$ cat src/rtl/core/stop_bit_signed_int_decoder_core_assert.svh
// ----------------------------------------------------------------------------
// stop-bit decoder assertion macros
// concurrent checks sampled on the rising clock edge, muted while in reset
// ----------------------------------------------------------------------------
`ifndef STOP_BIT_SIGNED_INT_DECODER_CORE_ASSERT_SVH
`define STOP_BIT_SIGNED_INT_DECODER_CORE_ASSERT_SVH

// antecedent implies consequent in the same cycle
`define SBD_ASSERT_SAME(label, clk, rst_n, ante, cons) \
    label: assert property (@(posedge clk) disable iff (!(rst_n)) (ante) |-> (cons)) \
        else $error("stop-bit decoder check failed in the same cycle");

// antecedent implies consequent in the following cycle
`define SBD_ASSERT_NEXT(label, clk, rst_n, ante, cons) \
    label: assert property (@(posedge clk) disable iff (!(rst_n)) (ante) |=> (cons)) \
        else $error("stop-bit decoder check failed in the following cycle");

`endif

$ cat src/rtl/core/sbd_pkg.sv
// ----------------------------------------------------------------------------
// sbd_pkg
// shared payload types and constants of the stop-bit signed integer decoder
// ----------------------------------------------------------------------------
`timescale 1ns / 1ps
`default_nettype none

package sbd_pkg;

    // field widths
    localparam int unsigned BYTE_W  = 8;
    localparam int unsigned DATA_W  = 7;
    localparam int unsigned VALUE_W = 64;
    localparam int unsigned COUNT_W = 4;

    // bit positions inside an encoded byte
    localparam int unsigned STOP_BIT = 7;
    localparam int unsigned SIGN_BIT = 6;

    // run length limits
    localparam logic [COUNT_W-1:0] MAX_BYTES = 4'd10;
    localparam logic [COUNT_W-1:0] COUNT_SAT = 4'd15;

    // input transfer payload
    typedef struct packed {
        logic [BYTE_W-1:0] byte_in;
        logic              buffer_end;
    } t_in_item;

    // output transfer payload
    typedef struct packed {
        logic signed [VALUE_W-1:0] decoded_value;
        logic                      stop_seen;
        logic                      overlong;
    } t_out_item;

endpackage

`default_nettype wire

$ cat src/rtl/core/stop_bit_signed_int_decoder_core.sv
// Stop-bit signed integer decoder. Takes one encoded byte per cycle on the input
// channel and returns one 64-bit two's complement value for each run of bytes,
// on the byte that carries the stop bit (bit 7) or is marked as the buffer end.
// The first byte's bit 6 gives the sign; every byte shifts its low seven bits
// in, and bits above 63 are dropped. stop_seen tells a stop-bit end from a
// buffer end, and overlong flags runs of more than ten bytes. Each byte is a
// single 64-bit shift-and-merge between the accumulator register and the
// result register, so a byte can be accepted in every cycle, also while a
// finished value waits in the result register as long as it is taken that cycle.
`timescale 1ns / 1ps
`default_nettype none
`include "stop_bit_signed_int_decoder_core_assert.svh"

// ----------------------------------------------------------------------------
// stop_bit_signed_int_decoder_core
// byte-per-cycle decoder of stop-bit encoded signed integers, stalled while a result waits untaken
// ----------------------------------------------------------------------------
module stop_bit_signed_int_decoder_core
    import sbd_pkg::*;
(
    input  wire logic      i_clk,
    input  wire logic      i_rst_n,
    // byte input
    input  wire logic      i_in_valid,
    output logic           o_in_ready,
    input  wire t_in_item  i_in_data,
    // decoded value output
    output logic           o_out_valid,
    input  wire logic      i_out_ready,
    output t_out_item      o_out_data
);

    // run state
    logic [VALUE_W-1:0] r_acc,        n_acc;
    logic               r_in_value,   n_in_value;
    logic [COUNT_W-1:0] r_byte_count, n_byte_count;
    // result register
    logic               r_out_valid,  n_out_valid;
    t_out_item          r_out,        n_out;

    logic               in_fire;
    logic               run_end;
    logic [VALUE_W-1:0] acc_base;
    logic [VALUE_W-1:0] acc_shift;
    logic [COUNT_W-1:0] count_base;
    logic [COUNT_W-1:0] count_inc;

    // result register frees up when it is empty or being taken
    assign o_in_ready  = !r_out_valid || i_out_ready;
    assign in_fire     = i_in_valid && o_in_ready;
    assign o_out_valid = r_out_valid;
    assign o_out_data  = r_out;

    // sign extension seed on the first byte, then shift in seven data bits
    always_comb begin
        if (r_in_value) begin
            acc_base   = r_acc;
            count_base = r_byte_count;
        end else begin
            acc_base   = i_in_data.byte_in[SIGN_BIT] ? {VALUE_W{1'b1}} : '0;
            count_base = '0;
        end
        acc_shift = {acc_base[VALUE_W-DATA_W-1:0], i_in_data.byte_in[DATA_W-1:0]};
        count_inc = (count_base < COUNT_SAT) ? count_base + 1'b1 : count_base;
        run_end   = i_in_data.byte_in[STOP_BIT] || i_in_data.buffer_end;
    end

    // next state of the run and the result register
    always_comb begin
        n_acc        = r_acc;
        n_in_value   = r_in_value;
        n_byte_count = r_byte_count;
        n_out_valid  = r_out_valid && !i_out_ready;
        n_out        = r_out;
        if (in_fire) begin
            if (run_end) begin
                n_acc                = '0;
                n_in_value           = 1'b0;
                n_byte_count         = '0;
                n_out_valid          = 1'b1;
                n_out.decoded_value  = acc_shift;
                n_out.stop_seen      = i_in_data.byte_in[STOP_BIT];
                n_out.overlong       = count_inc > MAX_BYTES;
            end else begin
                n_acc        = acc_shift;
                n_in_value   = 1'b1;
                n_byte_count = count_inc;
            end
        end
    end

    // control state with reset
    always_ff @(posedge i_clk) begin
        if (!i_rst_n) begin
            r_acc        <= '0;
            r_in_value   <= 1'b0;
            r_byte_count <= '0;
            r_out_valid  <= 1'b0;
        end else begin
            r_acc        <= n_acc;
            r_in_value   <= n_in_value;
            r_byte_count <= n_byte_count;
            r_out_valid  <= n_out_valid;
        end
    end

    // result payload, no reset
    always_ff @(posedge i_clk) begin
        r_out <= n_out;
    end

    // a byte that ends a run leaves the run state cleared
    `SBD_ASSERT_NEXT(a_run_clears, i_clk, i_rst_n, in_fire && run_end,
        !r_in_value && r_byte_count == '0 && r_acc == '0 && r_out_valid)
    // a byte that continues a run keeps the decoder inside the run
    `SBD_ASSERT_NEXT(a_run_holds, i_clk, i_rst_n, in_fire && !run_end,
        r_in_value && r_byte_count != '0)
    // outside a run the accumulator and count sit at zero
    `SBD_ASSERT_SAME(a_idle_clean, i_clk, i_rst_n, !r_in_value,
        r_acc == '0 && r_byte_count == '0)
    // a new result never overwrites one still waiting
    `SBD_ASSERT_SAME(a_no_overwrite, i_clk, i_rst_n, in_fire && run_end,
        !r_out_valid || i_out_ready)

endmodule

`default_nettype wire
$ cat config.mk
export PLATFORM = sky130hd
export DESIGN_NAME = stop_bit_signed_int_decoder_core
export DESIGN_NICKNAME = d
export VERILOG_FILES = /design/src/rtl/core/sbd_pkg.sv /design/src/rtl/core/stop_bit_signed_int_decoder_core.sv
export VERILOG_INCLUDE_DIRS = /design/src /design/src/rtl/core
export SDC_FILE = /design/constraint.sdc
export NUM_CORES = 1
export LEC_CHECK = 0
export BUFFER_PORTS_ARGS = -buffer_cell sky130_fd_sc_hd__buf_4
export CORE_ASPECT_RATIO = 0.7
export CORE_MARGIN = 5
export CORE_UTILIZATION = 50
export CTS_CLUSTER_DIAMETER = 40
export DETAILED_ROUTE_END_ITERATION = 8
export HOLD_SLACK_MARGIN = 0.06
export PLACE_DENSITY = 0.71
export SKIP_CTS_REPAIR_TIMING = 1
export SYNTH_ARGS = -nofsm -noshare
export SYNTH_HDL_FRONTEND = slang
export SYNTH_SLANG_ARGS = --single-unit
$ cat constraint.sdc
create_clock -name i_clk -period 6.72 [get_ports i_clk]
set_clock_uncertainty 0.15 [all_clocks]
set_input_delay 0.336 -clock i_clk [delete_from_list [all_inputs] [get_ports i_clk]]
set_output_delay 0.336 -clock i_clk [all_outputs]
set_load 0.05 [all_outputs]
# Word level (Yosys, flattened, before mapping)
# Index checks and enable logic that the tools add are counted.
# totals
reg_bits	129
out_inout_bits	68
elab_cells	26
# classes
order_cmp	2
n_reduce_logical	7
n_addsub	1
muxes	9
# ops
op	count
$mux W57	3
$mux W4	3
$add A4 B1 Y4 const B	1
$gt A4 B4 Y1 const B	1
$lt A4 B4 Y1 const B	1
$mux W1	3
$logic_and A1 B1 Y1	2
$logic_not A1 Y1	2
$logic_or A1 B1 Y1	2
$reduce_and A2 Y1	1

# Longest topological paths before layout
# logic_depth
word_depth	4
depth_mapped	8
mapped_depth_nobuf	6

# Worst setup path before layout
# Ideal clock, no wire load.
# synth_timing
path_kind	flip-flop to flip-flop
from	register r_out_valid (netlist: o_out_valid)
to	register r_out, in the netlist o_out_data[0], enable pin
arrival_time_ns	5.397
setup_ns	0.574
required_ns	5.996
slack_ns	0.599
period_less_slack_ns	6.121
stages_incl_launch_ff	4
path_cell_list	dfxtp_1 -> nor2b_1 -> buf_2 -> nor3_1
# synth_between
elab_chain_len	4
# synth_lines
item	line	rtl
start, declared	stop_bit_signed_int_decoder_core.sv:38	logic r_out_valid, n_out_valid;
start signal, assigned	stop_bit_signed_int_decoder_core.sv:103	r_out_valid <= n_out_valid;
$logic_not A1 Y1	stop_bit_signed_int_decoder_core.sv:49	assign o_in_ready = !r_out_valid || i_out_ready;
$logic_or A1 B1 Y1	stop_bit_signed_int_decoder_core.sv:49	
$logic_and A1 B1 Y1	stop_bit_signed_int_decoder_core.sv:50	assign in_fire = i_in_valid && o_in_ready;
$reduce_and A2 Y1 (no line)	-	
end signal, assigned	stop_bit_signed_int_decoder_core.sv:109	r_out <= n_out;
end, declared	stop_bit_signed_int_decoder_core.sv:39	t_out_item r_out, n_out;
# No other way between the ends.
# A chain may end at the register's enable or synchronous reset.

# Final worst setup path
# layout_timing
from	register r_out_valid (netlist: o_out_valid)
to	output port o_in_ready
# layout_between
elab_chain_len	2
# layout_lines
item	line	rtl
$logic_not A1 Y1	stop_bit_signed_int_decoder_core.sv:49	
$logic_or A1 B1 Y1	stop_bit_signed_int_decoder_core.sv:49	
end, declared	stop_bit_signed_int_decoder_core.sv:25	output logic o_in_ready,
# No other way between the ends.

==> results by group <==
Status
  – Outcome: completed

Logic synthesis
  – Number of synthesized flops with an enable pin: 66
  – Syn Nets: 468
  – Most numerous cell in the Yosys netlist: edfxtp_1
  – Synthesized cell area: 5436 µm²
  – Sequential area share after synthesis: 0.5965
  – Top-area cell type share of the netlist area: 0.3646
  – Number of distinct library cells after synthesis: 34
  – Area leader, netlist: edfxtp_1
  – Top cells by area, synth: edfxtp_1 (36%), dfxtp_1 (23%), mux2_4 (9.7%), nand4_1 (7.0%), a21oi_1 (5.4%)
  – Mapped Cells: 454
  – Ys async rst share: 0
  – Synth Flop Type: edfxtp_1
  – Syn_area_per_cell: 11.97 µm²
  – Post-synth top cells: edfxtp_1 (66), dfxtp_1 (63), nand4_1 (61), a21oi_1 (59), o21ai_0 (59)
  – Yosys warnings: 0
  – Synthesized flop and latch total: 129

Pwr
  – Switching power: 0.5084 mW
  – Clk pwr share: 0.459
  – Switching share of power: 0.2415
  – Leak: 2.442 nW
  – Logic pwr share: 0.119
  – PwrDens: 315.9 nW/µm²
  – Seq pwr share: 0.422
  – P_int: 1.597 mW
  – Maximum vdd drop: 189.0 µV

Finish
  – P&R area growth vs syn: 22.60%
  – Filler cells: 810
  – Share of cells above drive strength 1: 0.3207
  – Multi-input gate area in the final layout: 1903 µm²
  – Post-Layout Cell Count: 659
  – Diode count: 0
  – FF+latch area: 3247 µm²
  – Final #Nets: 528

Place
  – Hpwl dp: 6731 µm
  – # port buffers: 80
  – Cell count after placement: 620
  – RePlAce Congestion: 0.7273

GRT
  – Vias in the first global route: 3778
  – Congestion Overflow GR: 0
  – Initial antenna violation count: 0
  – Largest net degree at the start of global routing: 66
  – Gr usage total: 0.1845
  – First-pass GRT wire length: 19560 µm

Drt
  – DR WL met2: 5516 µm
  – Drt total wl: 12170 µm
  – Drt first pass iters: 6
  – Wire per inst: 18.47 µm
  – Vias per inst: 6.049
  – Top Layer Used: met4
  – Antenna-violating nets left: 0
  – Met1 wire length: 5570 µm
  – DRC: 0
  – Met3 wire length: 881 µm
  – 1st-iter DRT viols: 485
  – Via count: 3986

Setup path
  – Critical Path Source Type: flip-flop
  – R2R Path End: o_out_data[14]$_DFFE_PP_
  – CP Class: reg -> out
  – Critical Path RT: 6.23 ns
  – Setup slack, reg-to-reg: 4.08 ns
  – CP Max Fanout: 63
  – Crit. End Element: output pin
  – R2R Path Start: o_out_valid$_SDFF_PN0_
  – R2R depth: 4
  – Worst Path Arrival: 2.36 ns

Run
  – Max Cap Viol: 0

Min path
  – Hold_sp: i_rst_n
  – Min-delay worst type: in -> reg
  – Hold path cells: 2
  – Hold EP: o_out_valid$_SDFF_PN0_

Die
  – CORE AREA: 10470 µm²
  – Io pins: 81
  – Die outline width: 134.6 µm
  – Initial Util: 0.5191
  – Die area: 13090 µm²
  – Core Rows: 31
  – Chip height: 97.24 µm

STA
  – Crit path time final: 2.849 ns
  – Worst-margin pin slew: 1.068 ns
  – Final Cycle Share: 0.4239
  – Fmax: 0.3510 GHz
  – RSZ-0062 raised after global routing: no
  – Setup violators final: 0
  – Final max-slew violation count: 0
  – Fin. Hold Viols: 0
  – Max_slew headroom: 0.2866
  – Setup TNS: 0 ns

Clock network
  – Worst skew pair latency: 0.41 ns
  – Clock transition at path regs: 0.05 ns
  – CTS Sinks: 129
  – CTS tree: done
  – Cts bufs inserted: 17
  – CTS H-tree depth: 4
  – Root buffer cell: clkbuf_16
  – CTS max path bufs: 2
==> worst max path at each step <==
| stage | start | end | slack [ns] | cells past startpoint |
|---|---|---|---|---|
| 5_1_grt | i_in_data[8] | o_out_data[14]$_DFFE_PP_ | 3.74 | 6 |
| 2_1_floorplan | o_out_valid$_SDFF_PN0_ | o_out_data[0]$_DFFE_PP_ | 0.60 | 3 |
| 6_report | o_out_valid$_SDFF_PN0_ | o_in_ready | 3.87 | 4 |
| 3_5_place_dp | i_in_valid | o_out_data[7]$_DFFE_PP_ | 3.84 | 4 |
| 3_3_place_gp | i_in_valid | o_out_data[14]$_DFFE_PP_ | 3.89 | 4 |
| 4_1_cts | o_out_valid$_SDFF_PN0_ | o_in_ready | 3.90 | 4 |
==> flip-flops by register name, indices dropped and copies added, names as in the netlist <==
| signal | cells |
|---|---|
| o_out_data | 66 |
| r_acc | 57 |
| r_byte_count | 4 |
| o_out_valid | 1 |
| r_in_value | 1 |
==> layer usage <==
| layer | vias to the layer above | track usage |
|---|---|---|
| li1 | 1844 | - |
| met3 | 24 | 0.05797 |
| met4 | 0 | 0.07355 |
| met2 | 168 | 0.2612 |
| met1 | 1950 | 0.2621 |
| met5 | - | 0 |
==> stage by stage <==
step	power [mW]	utilization	setup WS [ns]	hold WS (ns)	instance area, µm²
after floorplan	1.088	-	0.5985	0.2849	5436
after global placement	1.147	0.5703	3.893	0.3049	5972
after detailed placement	1.151	0.5703	3.838	0.3164	5972
after CTS	2.111	0.6297	3.903	-0.04401	6595
after global routing	2.172	0.6364	3.741	0.07706	6665
final	2.106	0.6364	3.871	0.07783	6665
==> critical path: stages, from the launching register on <==
cell     delay [ns]
dfxtp_1        0.33
nor2b_4        0.13
buf_4          0.49
inv_2          0.59
buf_4          0.39
==> power by group through the flow <==
| stage | Sequential [mW] | Combinational [mW] | Clock [mW] |
|---|---|---|---|
| detailed placement | 0.904 | 0.247 | 0 |
| global route | 0.892 | 0.264 | 1.02 |
| floorplan | 0.990 | 0.0985 | 0 |
| CTS | 0.889 | 0.248 | 0.974 |
| finish | 0.889 | 0.251 | 0.966 |
| global placement | 0.903 | 0.244 | 0 |
==> placed cells by master, fill, tap and decap left out, types with 2 or more instances in the layout <==
cell	instances
dfxtp_1	62
mux2_2	15
o21ai_0	59
clkinvlp_4	2
inv_2	2
mux2_4	35
bufinv_16	5
clkinv_2	2
a21oi_1	59
o22ai_1	2
buf_4	85
edfxtp_1	66
nand2_1	19
and2_1	2
clkbuf_16	17
nand3_1	2
dlygate4sd3_1	7
nand4_1	61
inv_1	3
clkinv_1	5
==> cell type report <==
type | instances | share of cell area
sequential | 129 | 0.4871
multi-input combinational | 269 | 0.2855
timing repair buffer | 92 | 0.1063
clock buffer | 18 | 0.06439
clock inverter | 14 | 0.02910
tap | 132 | 0.02478
inverter | 5 | 0.002816
==> logic make-up after synthesis <==
family,count (synthesis),synth area share
AO/OA/AOI/OAI,128,0.1222
multiplexers,50,0.1277
flip-flops,129,0.5965
adder cells (fa/ha/maj),1,0.002301
AND/OR/NAND/NOR,90,0.09459
buffers and inverters,56,0.05662
Note: power is estimated with default switching activity, not from simulation.
